==> src/rtl/swq_pkg.sv <==
// Shared types and constants for the semaphore wait-queue table.
package swq_pkg;

	localparam int MAX_PROCS_DEF = 32;
	localparam int KEY_BITS_DEF  = 32;

	typedef enum logic [1:0] {
		CMD_BLOCK  = 2'd0,
		CMD_WAKE   = 2'd1,
		CMD_REMOVE = 2'd2,
		CMD_PEEK   = 2'd3
	} cmd_t;

	localparam logic [2:0] ST_OK       = 3'd0;
	localparam logic [2:0] ST_NULL     = 3'd1;
	localparam logic [2:0] ST_FULL     = 3'd2;
	localparam logic [2:0] ST_NOTFOUND = 3'd3;
	localparam logic [2:0] ST_BLOCKED  = 3'd4;

	typedef struct packed {
		logic [1:0]  command;
		logic [31:0] sem_key;
		logic [4:0]  proc_id;
	} req_t;

	typedef struct packed {
		logic [2:0] status;
		logic [4:0] result_proc;
		logic       result_valid;
	} rsp_t;

	// Decoded command handed from the front end to the back end
	typedef struct packed {
		cmd_t        cmd;
		logic [31:0] key;
		logic [4:0]  proc;
		logic        key_null;
		logic        proc_bad;
	} op_t;

	typedef enum logic [2:0] {
		B_IDLE,
		B_SEARCH,
		B_DECIDE,
		B_APPEND,
		B_APPEND2,
		B_HEAD,
		B_UNLINK
	} back_state_t;

endpackage

==> src/rtl/semaphore_wait_queue_table.sv <==
// Semaphore wait-queue table: descriptor pool with per-key FIFOs of blocked processes.
//
// Requests (req_valid/req_ready, req) carry command, sem_key and proc_id; every
// request yields exactly one response (rsp_valid/rsp_ready, rsp) with status,
// result_proc and result_valid, in request order.
// The front end registers and classifies a request and hands it to a
// two-entry queue; the back end sequencer then executes it against the tables.
// The back end ends a rejected command or a block on a new key in B_DECIDE,
// a peek in B_HEAD, a remove in B_UNLINK, a block on an existing key in
// B_APPEND then B_APPEND2, and a wake in B_HEAD then B_UNLINK. These steps follow
// from the key search and the registered reads of the queue tables.
// The front end keeps taking requests while a response waits; once the queue
// fills, req_ready drops. The back end starts a new command only when the
// response register is free or being taken, so a stalled receiver holds the
// pipeline without loss.
// Reset frees every descriptor and clears every blocked mark; requests are
// accepted from the first cycle after reset.
module semaphore_wait_queue_table import swq_pkg::*; #(
	parameter int MAX_PROCS = MAX_PROCS_DEF,
	parameter int KEY_BITS  = KEY_BITS_DEF
) (
	input  logic clk,
	input  logic arst_n,
	input  logic req_valid,
	output logic req_ready,
	input  req_t req,
	output logic rsp_valid,
	input  logic rsp_ready,
	output rsp_t rsp
);

	logic fr_valid, fr_ready;
	op_t  fr_op;
	logic bk_valid, bk_ready;
	op_t  bk_op;

	swq_front #(
		.MAX_PROCS(MAX_PROCS),
		.KEY_BITS (KEY_BITS)
	) u_front (
		.clk      (clk),
		.arst_n   (arst_n),
		.req_valid(req_valid),
		.req_ready(req_ready),
		.req      (req),
		.op_valid (fr_valid),
		.op_ready (fr_ready),
		.op       (fr_op)
	);

	swq_fifo u_fifo (
		.clk       (clk),
		.arst_n    (arst_n),
		.push_valid(fr_valid),
		.push_ready(fr_ready),
		.push_op   (fr_op),
		.pop_valid (bk_valid),
		.pop_ready (bk_ready),
		.pop_op    (bk_op)
	);

	swq_back #(
		.MAX_PROCS(MAX_PROCS),
		.KEY_BITS (KEY_BITS)
	) u_back (
		.clk      (clk),
		.arst_n   (arst_n),
		.op_valid (bk_valid),
		.op_ready (bk_ready),
		.op       (bk_op),
		.rsp_valid(rsp_valid),
		.rsp_ready(rsp_ready),
		.rsp      (rsp)
	);

`ifndef ASSERT_OFF
	a_proc_only_on_ok: assert property (@(posedge clk) disable iff (!arst_n)
		rsp_valid && rsp.result_valid |-> rsp.status == ST_OK)
		else $error("process returned with error status");

	a_no_proc_no_id: assert property (@(posedge clk) disable iff (!arst_n)
		rsp_valid && !rsp.result_valid |-> rsp.result_proc == 5'd0)
		else $error("nonzero process id without a process");

	a_no_start_when_stalled: assert property (@(posedge clk) disable iff (!arst_n)
		rsp_valid && !rsp_ready |-> !bk_ready)
		else $error("back end started while a response is stalled");

	a_pop_needs_entry: assert property (@(posedge clk) disable iff (!arst_n)
		bk_ready |-> bk_valid)
		else $error("back end took a command from an empty queue");
`endif

endmodule

==> src/rtl/swq_front.sv <==
// Front end: takes request transactions, masks the key and classifies them.
module swq_front import swq_pkg::*; #(
	parameter int MAX_PROCS = MAX_PROCS_DEF,
	parameter int KEY_BITS  = KEY_BITS_DEF
) (
	input  logic clk,
	input  logic arst_n,
	input  logic req_valid,
	output logic req_ready,
	input  req_t req,
	output logic op_valid,
	input  logic op_ready,
	output op_t  op
);

	localparam logic [31:0] KeyMask =
		(KEY_BITS >= 32) ? 32'hFFFF_FFFF : 32'((64'd1 << KEY_BITS) - 64'd1);

	logic valid_q;
	op_t  op_q;
	logic [31:0] key_m;

	assign key_m     = req.sem_key & KeyMask;
	assign req_ready = !valid_q || op_ready;
	assign op_valid  = valid_q;
	assign op        = op_q;

	always_ff @(posedge clk or negedge arst_n) begin
		if (!arst_n) begin
			valid_q <= 1'b0;
		end else if (req_ready) begin
			valid_q <= req_valid;
		end
	end

	always_ff @(posedge clk) begin
		if (req_valid && req_ready) begin
			op_q.cmd      <= cmd_t'(req.command);
			op_q.key      <= key_m;
			op_q.proc     <= req.proc_id;
			op_q.key_null <= (key_m == 32'd0);
			op_q.proc_bad <= ({27'd0, req.proc_id} >= 32'(MAX_PROCS));
		end
	end

endmodule

==> src/rtl/swq_fifo.sv <==
// Two-entry queue between the front end and the back end.
module swq_fifo import swq_pkg::*; (
	input  logic clk,
	input  logic arst_n,
	input  logic push_valid,
	output logic push_ready,
	input  op_t  push_op,
	output logic pop_valid,
	input  logic pop_ready,
	output op_t  pop_op
);

	op_t        mem_q [2];
	logic       wr_ptr_q;
	logic       rd_ptr_q;
	logic [1:0] count_q;
	logic       push;
	logic       pop;

	assign push_ready = (count_q != 2'd2);
	assign pop_valid  = (count_q != 2'd0);
	assign pop_op     = mem_q[rd_ptr_q];
	assign push       = push_valid && push_ready;
	assign pop        = pop_valid && pop_ready;

	always_ff @(posedge clk or negedge arst_n) begin
		if (!arst_n) begin
			wr_ptr_q <= 1'b0;
			rd_ptr_q <= 1'b0;
			count_q  <= 2'd0;
		end else begin
			if (push) wr_ptr_q <= !wr_ptr_q;
			if (pop) rd_ptr_q <= !rd_ptr_q;
			if (push && !pop) count_q <= count_q + 2'd1;
			else if (pop && !push) count_q <= count_q - 2'd1;
		end
	end

	always_ff @(posedge clk) begin
		if (push) mem_q[wr_ptr_q] <= push_op;
	end

endmodule

==> src/rtl/swq_back.sv <==
// Back end: descriptor search, linked wait queues and the response register.
module swq_back import swq_pkg::*; #(
	parameter int MAX_PROCS = MAX_PROCS_DEF,
	parameter int KEY_BITS  = KEY_BITS_DEF
) (
	input  logic clk,
	input  logic arst_n,
	input  logic op_valid,
	output logic op_ready,
	input  op_t  op,
	output logic rsp_valid,
	input  logic rsp_ready,
	output rsp_t rsp
);

	// Only 32 process ids exist, so no more descriptors than that can be live
	localparam int NP = (MAX_PROCS < 32) ? MAX_PROCS : 32;
	localparam int IW = (NP > 1) ? $clog2(NP) : 1;

	typedef logic [IW-1:0] idx_t;

	function automatic idx_t first_one(input logic [NP-1:0] v);
		idx_t r;
		r = '0;
		for (int i = NP - 1; i >= 0; i--) begin
			if (v[i]) r = IW'(i);
		end
		return r;
	endfunction

	back_state_t state_q, state_d;
	op_t         cur_q;

	logic [KEY_BITS-1:0] slot_key_q [NP];
	logic [NP-1:0]       slot_active_q;
	logic [NP-1:0]       proc_blocked_q;

	idx_t head_mem [NP];
	idx_t tail_mem [NP];
	idx_t next_mem [NP];
	idx_t prev_mem [NP];
	idx_t pslot_mem [NP];

	idx_t head_rd_q, tail_rd_q, next_rd_q, prev_rd_q, pslot_rd_q;
	logic [NP-1:0] hit_q, free_q;
	logic          blocked_q;
	idx_t          us_q, u_q;
	logic          rsp_valid_q;
	rsp_t          rsp_q;

	logic [KEY_BITS-1:0] key_ext;
	logic [NP-1:0]       hit_d;
	idx_t cur_p, hit_s, free_s;
	logic found, has_free;

	idx_t ra_slot, ra_proc;
	logic we_head, we_tail, we_next, we_prev, we_pslot;
	idx_t wa_head, wa_tail, wa_next, wa_prev, wa_pslot;
	idx_t wd_head, wd_tail, wd_next, wd_prev, wd_pslot;
	logic new_slot, slot_clr, blk_set, blk_clr;
	idx_t nxt_us, nxt_u;
	logic done;
	logic [2:0] d_status;
	logic [4:0] d_proc;
	logic d_rv;
	logic is_head, is_tail;

	assign key_ext  = KEY_BITS'(cur_q.key);
	assign cur_p    = cur_q.proc[IW-1:0];
	assign hit_s    = first_one(hit_q);
	assign free_s   = first_one(free_q);
	assign found    = |hit_q;
	assign has_free = |free_q;
	assign is_head  = (head_rd_q == u_q);
	assign is_tail  = (tail_rd_q == u_q);

	always_comb begin
		for (int i = 0; i < NP; i++) begin
			hit_d[i] = slot_active_q[i] && (slot_key_q[i] == key_ext);
		end
	end

	always_ff @(posedge clk or negedge arst_n) begin
		if (!arst_n) begin
			state_q <= B_IDLE;
		end else begin
			state_q <= state_d;
		end
	end

	always_comb begin
		state_d  = state_q;
		op_ready = 1'b0;
		ra_slot  = us_q;
		ra_proc  = cur_p;
		we_head  = 1'b0; wa_head  = us_q;  wd_head  = cur_p;
		we_tail  = 1'b0; wa_tail  = us_q;  wd_tail  = cur_p;
		we_next  = 1'b0; wa_next  = cur_p; wd_next  = cur_p;
		we_prev  = 1'b0; wa_prev  = cur_p; wd_prev  = cur_p;
		we_pslot = 1'b0; wa_pslot = cur_p; wd_pslot = us_q;
		new_slot = 1'b0;
		slot_clr = 1'b0;
		blk_set  = 1'b0;
		blk_clr  = 1'b0;
		nxt_us   = us_q;
		nxt_u    = u_q;
		done     = 1'b0;
		d_status = ST_OK;
		d_proc   = 5'd0;
		d_rv     = 1'b0;
		case (state_q)
			B_IDLE: begin
				// start only when the response register is free at completion
				if (op_valid && (!rsp_valid_q || rsp_ready)) begin
					op_ready = 1'b1;
					state_d  = B_SEARCH;
				end
			end
			B_SEARCH: begin
				ra_proc = cur_p;
				state_d = B_DECIDE;
			end
			B_DECIDE: begin
				case (cur_q.cmd)
					CMD_BLOCK: begin
						if (cur_q.key_null) begin
							done = 1'b1; d_status = ST_NULL;
						end else if (cur_q.proc_bad) begin
							done = 1'b1; d_status = ST_NOTFOUND;
						end else if (blocked_q) begin
							done = 1'b1; d_status = ST_BLOCKED;
						end else if (found) begin
							ra_slot = hit_s;
							nxt_us  = hit_s;
							state_d = B_APPEND;
						end else if (!has_free) begin
							done = 1'b1; d_status = ST_FULL;
						end else begin
							new_slot = 1'b1;
							nxt_us   = free_s;
							we_head  = 1'b1; wa_head = free_s;
							we_tail  = 1'b1; wa_tail = free_s;
							we_next  = 1'b1;
							we_prev  = 1'b1;
							we_pslot = 1'b1; wd_pslot = free_s;
							blk_set  = 1'b1;
							done     = 1'b1;
						end
					end
					CMD_WAKE, CMD_PEEK: begin
						if (cur_q.key_null) begin
							done = 1'b1; d_status = ST_NULL;
						end else if (!found) begin
							done = 1'b1; d_status = ST_NOTFOUND;
						end else begin
							ra_slot = hit_s;
							nxt_us  = hit_s;
							state_d = B_HEAD;
						end
					end
					CMD_REMOVE: begin
						if (cur_q.proc_bad || !blocked_q) begin
							done = 1'b1; d_status = ST_NOTFOUND;
						end else begin
							ra_slot = pslot_rd_q;
							ra_proc = cur_p;
							nxt_us  = pslot_rd_q;
							nxt_u   = cur_p;
							state_d = B_UNLINK;
						end
					end
					default: begin
						done = 1'b1;
					end
				endcase
			end
			B_APPEND: begin
				we_next = 1'b1; wa_next = tail_rd_q; wd_next = cur_p;
				we_prev = 1'b1; wa_prev = cur_p;     wd_prev = tail_rd_q;
				we_tail = 1'b1; wa_tail = us_q;      wd_tail = cur_p;
				state_d = B_APPEND2;
			end
			B_APPEND2: begin
				we_next  = 1'b1;
				we_pslot = 1'b1;
				blk_set  = 1'b1;
				done     = 1'b1;
			end
			B_HEAD: begin
				if (cur_q.cmd == CMD_PEEK) begin
					done   = 1'b1;
					d_proc = 5'(head_rd_q);
					d_rv   = 1'b1;
				end else begin
					ra_slot = us_q;
					ra_proc = head_rd_q;
					nxt_u   = head_rd_q;
					state_d = B_UNLINK;
				end
			end
			B_UNLINK: begin
				if (is_head && is_tail) begin
					slot_clr = 1'b1;
				end else begin
					if (is_head) begin
						we_head = 1'b1; wa_head = us_q; wd_head = next_rd_q;
					end else begin
						we_next = 1'b1; wa_next = prev_rd_q; wd_next = next_rd_q;
					end
					if (is_tail) begin
						we_tail = 1'b1; wa_tail = us_q; wd_tail = prev_rd_q;
					end else begin
						we_prev = 1'b1; wa_prev = next_rd_q; wd_prev = prev_rd_q;
					end
				end
				blk_clr = 1'b1;
				done    = 1'b1;
				d_proc  = 5'(u_q);
				d_rv    = 1'b1;
			end
			default: begin
				state_d = B_IDLE;
			end
		endcase
		if (done) state_d = B_IDLE;
	end

	always_ff @(posedge clk or negedge arst_n) begin
		if (!arst_n) begin
			slot_active_q  <= '0;
			proc_blocked_q <= '0;
			rsp_valid_q    <= 1'b0;
		end else begin
			if (new_slot) slot_active_q[free_s] <= 1'b1;
			if (slot_clr) slot_active_q[us_q] <= 1'b0;
			if (blk_set) proc_blocked_q[cur_p] <= 1'b1;
			if (blk_clr) proc_blocked_q[u_q] <= 1'b0;
			if (done) rsp_valid_q <= 1'b1;
			else if (rsp_ready) rsp_valid_q <= 1'b0;
		end
	end

	always_ff @(posedge clk) begin
		if (op_ready) cur_q <= op;
		if (state_q == B_SEARCH) begin
			hit_q     <= hit_d;
			free_q    <= ~slot_active_q;
			blocked_q <= proc_blocked_q[cur_p];
		end
		if (new_slot) slot_key_q[free_s] <= key_ext;
		us_q <= nxt_us;
		u_q  <= nxt_u;
		if (done) begin
			rsp_q.status       <= d_status;
			rsp_q.result_proc  <= d_proc;
			rsp_q.result_valid <= d_rv;
		end
	end

	// Queue memories: one write and one registered read per array each cycle
	always_ff @(posedge clk) begin
		if (we_head) head_mem[wa_head] <= wd_head;
		if (we_tail) tail_mem[wa_tail] <= wd_tail;
		if (we_next) next_mem[wa_next] <= wd_next;
		if (we_prev) prev_mem[wa_prev] <= wd_prev;
		if (we_pslot) pslot_mem[wa_pslot] <= wd_pslot;
		head_rd_q  <= head_mem[ra_slot];
		tail_rd_q  <= tail_mem[ra_slot];
		next_rd_q  <= next_mem[ra_proc];
		prev_rd_q  <= prev_mem[ra_proc];
		pslot_rd_q <= pslot_mem[ra_proc];
	end

	assign rsp_valid = rsp_valid_q;
	assign rsp       = rsp_q;

endmodule

==> config.mk <==
export PLATFORM = sky130hd
export DESIGN_NAME = semaphore_wait_queue_table
export DESIGN_NICKNAME = d
export VERILOG_FILES = /design/src/rtl/swq_pkg.sv /design/src/rtl/semaphore_wait_queue_table.sv /design/src/rtl/swq_front.sv /design/src/rtl/swq_fifo.sv /design/src/rtl/swq_back.sv
export SDC_FILE = /design/constraint.sdc
export NUM_CORES = 2
export LEC_CHECK = 0
export BUFFER_PORTS_ARGS = -buffer_cell sky130_fd_sc_hd__buf_4
export CAP_MARGIN = 15
export CORE_MARGIN = 5
export CORE_UTILIZATION = 63
export CTS_CLUSTER_SIZE = 14
export DETAILED_ROUTE_END_ITERATION = 6
export GPL_TIMING_DRIVEN = 0
export PLACE_DENSITY_LB_ADDON = 0.08
export SLEW_MARGIN = 15
export SYNTH_ARGS = -nofsm -noshare
export SYNTH_HDL_FRONTEND = slang
export SYNTH_SLANG_ARGS = --single-unit
==> constraint.sdc <==
create_clock -name clk -period 7.91 [get_ports clk]
set_input_delay 1.1865 -clock clk [delete_from_list [all_inputs] [get_ports clk]]
set_output_delay 1.1865 -clock clk [all_outputs]
set_load 0.05 [all_outputs]
* Word level (Yosys, flattened, before mapping)
Memories as Yosys holds them, arrays and structs flattened. A register that Yosys moved wholly into a read port is not among the register bits.
Cells that the tools add are included.
** Storage, ports and cells
- Register bits after elaboration :: 198
- Latch bits :: 0
- Memory bits (writable) :: 1904
- ROM bits :: 0
- Bits of input ports :: 43
- Output and inout bits :: 11
- Logic and storage cells :: 371
- Memories :: 7
** Memories
- u_back.slot_key_q :: words 32, width 32, read ports 32, clocked after Yosys merged registers in 0, wr ports 1, line swq_back.sv:34 : logic [KEY_BITS-1:0] slot_key_q [NP];
- u_back.head_mem :: words 32, width 5, read ports 1, clocked after Yosys merged registers in 1, wr ports 1, line swq_back.sv:38 : idx_t head_mem [NP];
- u_back.next_mem :: words 32, width 5, read ports 1, clocked after Yosys merged registers in 1, wr ports 1, line swq_back.sv:40 : idx_t next_mem [NP];
- u_back.prev_mem :: words 32, width 5, read ports 1, clocked after Yosys merged registers in 1, wr ports 1, line swq_back.sv:41 : idx_t prev_mem [NP];
- u_back.pslot_mem :: words 32, width 5, read ports 1, clocked after Yosys merged registers in 1, wr ports 1, line swq_back.sv:42 : idx_t pslot_mem [NP];
- u_back.tail_mem :: words 32, width 5, read ports 1, clocked after Yosys merged registers in 1, wr ports 1, line swq_back.sv:39 : idx_t tail_mem [NP];
- +1 memories
** Operators by class
- Add/sub/neg operators :: 2
- Multipliers :: 0
- Divide/modulo/power cells :: 0
- $lt $le $gt $ge :: 8
- Equal/unequal tests :: 60
- Shift-type cells :: 0
- Mux-type cells :: 198
- Bitwise operators :: 7
- Reductions and logical operators :: 68
** Operators with widths (count)
- equality test 32 bit :: 32
- 2-to-1 mux 5 bit :: 104
- 2-to-1 mux 32 bit :: 4
- NOT 32 bit :: 3
- bitwise AND 32 bit :: 2
- OR 32 bit :: 2
- OR reduction 32 bit :: 2
- 2-to-1 mux 1 bit :: 48
- 2-to-1 mux 3 bit :: 15
- logical AND 1 bit :: 43
- case mux 5 bit (2 select lines) :: 4
- logical NOT 32 bit :: 1
- case mux 5 bit (3 select lines) :: 2
- less-than comparator 5 x 6 -> 1 bit (second input constant) :: 4
- demux 1 bit (select 5 bit) :: 4
- >= comparator 5 x 1 -> 1 bit (second input constant) :: 4
- case mux 3 bit (3 select lines) :: 2
- case mux 3 bit (6 select lines) :: 1
- inequality test 4 bit (second input constant) :: 4
- case mux 1 bit (3 select lines) :: 5
- inequality test 2 bit (second input constant) :: 6
- equality test 5 bit :: 2
- 2-to-1 mux 2 bit :: 5
- AND reduction 10 bit :: 1
- 21 further kinds :: 43

* Longest topological paths before layout
- Depth after elaboration :: 40
- Mapped depth :: 15
- Depth with buffers taken out :: 10

* Hierarchy
A second synthesis with hierarchy kept.
** Second synthesis, totals
- Cell total of the unflattened synthesis :: 5496
- Area total of the unflattened synthesis :: 88777.6 um^2
** Modules (own cells, without submodules)
- swq_back :: instances 1, cells each 5293, area an instance 84093.2 um^2, sequential area each 60728.2 um^2
- swq_fifo :: instances 1, cells each 146, area an instance 3355.7 um^2, sequential area each 2562.5 um^2
- swq_front :: instances 1, cells each 57, area an instance 1328.8 um^2, sequential area each 1226.2 um^2

* Worst setup path after synthesis
No wires, ideal clock.
- Kind :: input port to flip-flop
- From :: input port rsp_ready
- To :: register u_fifo.count_q[1]
- Library setup time :: 0.079 ns
- Arrival time :: 6.336 ns
- Data required time :: 7.831 ns
- Path slack :: 1.495 ns
- Cell stages on the path :: 8
- Buffers on the path :: 0
- Cell sequence :: nand2b_1 > o21ai_0 > nor4_1 > inv_1 > ha_1 > xor2_1 > nor2_1 > xor2_1
** On the way
- Longest elaborated chain between the ends :: 8
- Elaborated cells on any way between the ends :: 10
- Those cells by class :: 3 x mux; 7 x reduce/logical
** RTL lines
- start: declaration :: line semaphore_wait_queue_table.sv:28 : input logic rsp_ready,
- logical OR 1 bit * :: line swq_back.sv:114 : if (op_valid && (!rsp_valid_q || rsp_ready)) begin
- logical AND 1 bit * :: line swq_back.sv:114
- 2-to-1 mux 1 bit * :: line swq_back.sv:114
- 2-to-1 mux 1 bit * :: line swq_back.sv:111 : case (state_q)
- via bk_ready :: line semaphore_wait_queue_table.sv:34 : logic bk_valid, bk_ready;
- logical AND 1 bit * :: line swq_fifo.sv:24 : assign pop = pop_valid && pop_ready;
- logical NOT 1 bit :: line swq_fifo.sv:34 : if (push && !pop) count_q <= count_q + 2'd1;
- logical AND 1 bit :: line swq_fifo.sv:34
- 2-to-1 mux 2 bit or nonzero test 2 bit (tied branches)
- end signal: assignment :: line swq_fifo.sv:34
- end signal: assignment :: line swq_fifo.sv:35 : else if (pop && !push) count_q <= count_q - 2'd1;
- end: declaration :: line swq_fifo.sv:16 : logic [1:0] count_q;
Mark *: on every way through the listed nets, which the timed path passes. The rest lies on a longest branch.
A chain may end at the register's enable or synchronous reset.

* Worst setup path after layout
- From :: register u_back.key_ext[13] (netlist name)
- To :: register u_back.hit_q[13] (data pin)
** On the way
- Longest elaborated chain between the ends :: 2
** RTL lines
- equality test 32 bit :: line swq_back.sv:79 : hit_d[i] = slot_active_q[i] && (slot_key_q[i] == key_ext);
- logical AND 1 bit :: line swq_back.sv:79
- via u_back.hit_d[13] :: line swq_back.sv:52 : logic [NP-1:0] hit_d;
- end signal: assignment :: line swq_back.sv:246 : hit_q <= hit_d;
- end: declaration :: line swq_back.sv:45 : logic [NP-1:0] hit_q, free_q;
The timed path passes the listed nets, and every way through them passes these cells.

==> qor.yml <==
top_usage_layer: "met2"
clockRootBuffer: "clkbuf_16"
final_layout_size_suffix_gt1_share_pct: 14.2
numPortBuffers: 53
synth-seq-area-share_pct: 72.8
grt_pass1_vias: 51748
hpwl_mm: 176
dp_slack_ns: 2.35
gr-total-overflow: 0
antenna_found_initial: 5
clock_skew_ns: 0.0412
crit_arrival_ns: 5.91
hold_slack_ns: 0.254
leakage_uw: 0.0321
cts_setup_buffers: 0
final_cell_mix: "edfxtp_1 (2068), xnor2_1 (859), nand2_1 (449)"
peakVddDrop_mv: 0.265
grt_pass1_wl_mm: 369
yosys.area.top_type: "edfxtp_1"
die_h_um: 385
setup_viol: 0
avgRoutedWirePerCell_um: 32.7
max_cap_violations: 0
min_period_ns: 5.45
synth-warning-count: 0
rsz0062_at_grt: "false"
hold_buffers: 0
hold_path.class: "in2async"
worst_pin_slew_ns: 1.35
placed_area_um2: 94300
drt-total-wl_mm: 263
clk_pin_slew_ns: 0.06
fin_util_pct: 72.6
synth-seq-cells: 2166
fmax_mhz: 183
synthFlopType: "edfxtp_1"
cts_buffers: 209
fin_crit_sh_pct: 68.9
ctsHtreeMaxLevel: 4
synth-async-reset-ratio_pct: 3.37
grt_util_met2_pct: 57.2
die_w_um: 385
netlist_area_um2: 88500
slew_viol_final: 0
cts_buffer_depth: 3
syn-num-nets: 5635
fin_cells: 8050
cts_resized: 0
dr.pass1.iters: 6
rows: 137
num_vias: 52765
vias_per_cell: 6.55
syn_inst: 5591
drcViolationCount: 0
grt_max_degree: 74
critPathMaxFanout: 12
drtIter0Drc: 7137
synth_cell_types: 80
synth.area.top_cells: "edfxtp_1 (70%), xnor2_1 (8.5%), mux4_2 (3.3%)"
met3_usage_pct: 6.47
final_hold_viol_count: 0
met1_usage_pct: 47.1
grt_util_all_layers_pct: 35.6
cts_tree: "built"
cts_num_sinks: 2166
syn_avg_cell_area_um2: 15.8
core-area_um2: 140000
clock_latency_ns: 0.86
netlist.area_leader.share_pct: 70.2
gp_congestion: 0.978
status: "finished, final reports clean"
crit_type: "reg2reg"
required_ns: 8.37
r2r_setup_slack_ns: 2.46
layout_commonest_cell: "edfxtp_1"
max_slew_margin_pct: 10.1
dieArea_um2: 148000
design.portCount: 54
nets: 6042
placedCellCount: 7661
setup_ws_ns: 2.46
powerDensity_nw_per_um2: 390
area.growth.synth_to_final_pct: 14.5
stdcell_area_um2: 101000
crit_path_end_kind: "flop"
initial_core_util_pct: 63.4
ant_nets: 0
synth_edf_count: 2068
start_kind: "flop"
[layout make-up]
type | instances | area, um2
fillers | 8794 | 38200
well taps | 1876 | 2350
clock inverters | 112 | 1250
diodes | 1 | 2.50
multi-input cells | 3097 | 23100
inverters | 58 | 218
plain buffers | 270 | 1260
repair buffers | 196 | 3080
clock buffers | 274 | 5640
flip-flops and latches | 2166 | 64400
[power breakdown]
part           switching [uW]  internal, uW  leakage (uW)  total [uW]
sequential                699         14600        0.0198       15300
clock                    4220          5850       0.00335       10100
combinational            9590          4530       0.00891       14100
[per-stage QoR]
step / power (uW) / setup TNS (ns)
3_5_place_dp: 29300 / 0
5_1_grt: 40500 / 0
3_3_place_gp: 28200 / -34.43
4_1_cts: 39200 / 0
2_1_floorplan: 22700 / 0
6_report: 39500 / 0
[cell families (layout without fill, tap and decap cells)]
kind of cell,Yosys count,in the layout,share of synthesized area (%)
AND/OR/NAND/NOR,1423,1423,7.86
multiplexers,211,211,4.31
buffers and inverters,328,910,1.56
flip-flops,2166,2166,72.8
other,0,1,0
AO/OA/AOI/OAI,424,424,3.15
XOR/XNOR,1038,1038,10.3
adder cells (fa/ha/maj),1,1,0.0141
[Yosys cell counts, types with 15 or more instances]
master and count:
or3_1 43, clkbuf_1 128, edfxtp_1 2068, buf_4 15, and2_0 30, o22ai_1 21, o21ai_0 25, buf_1 89
nor4_1 126, dfxtp_1 25, dfrtp_1 73, inv_1 58, xnor2_1 859, buf_2 31, a2bb2oi_1 45, nor2_1 296
a31oi_1 43, nor3_1 21, xor2_1 179, a211oi_1 57, and2_1 20, nand2b_1 15, o21ai_1 24, nand3_1 129
mux2_2 62, a21oi_1 134, nand4_1 229, mux2i_1 18, nand2_1 449, mux4_2 130
[path summary, 6_finish.rpt]
| check | start | cells past startpoint | endpoint |
|---|---|---|---|
| setup / recovery | u_back.key_ext[13]$_DFFE_PP_ | 9 | u_back.hit_q[13]$_DFFE_PP_ |
| hold / removal | arst_n | 1 | u_back.state_q[2]$_DFFE_PN0P_ |
| setup reg to reg | u_back.key_ext[13]$_DFFE_PP_ | 9 | u_back.hit_q[13]$_DFFE_PP_ |
| hold reg to reg | u_front.op[2]$_DFFE_PP_ | 0 | u_fifo.mem_q[0][1]$_DFFE_PP_ |
| max in group asynchronous | arst_n | 2 | u_back.slot_active_q[11]$_DFF_PN0_ |
| min in group clk | u_front.op[2]$_DFFE_PP_ | 0 | u_fifo.mem_q[0][1]$_DFFE_PP_ |
[routing by layer]
layer	part of all wire (%)	vias to the layer above
met4	6.7	0
met5	0	-
met3	11	748
met1	35	26637
met2	47	3569
li1	-	21811
[state kept, by name (all words and copies together), names as in the netlist, 40 cells and up]
name,cells
u_back.head_mem,160
u_back.pslot_mem,160
u_back.slot_key_q,1024
u_back.tail_mem,160
u_front.op,40
u_back.next_mem,160
u_fifo.mem_q,80
u_back.prev_mem,160
[critical path: stages, from the launching register on]
cell and delay, ns:
edfxtp_1 0.92, buf_8 0.27, buf_8 0.20, clkbuf_1 0.36
buf_2 0.60, xnor2_1 0.19, nand4_1 0.12, nor4_1 0.80
nand4_1 0.45, nor4_1 1.09
(Power assumes the default switching activity.)
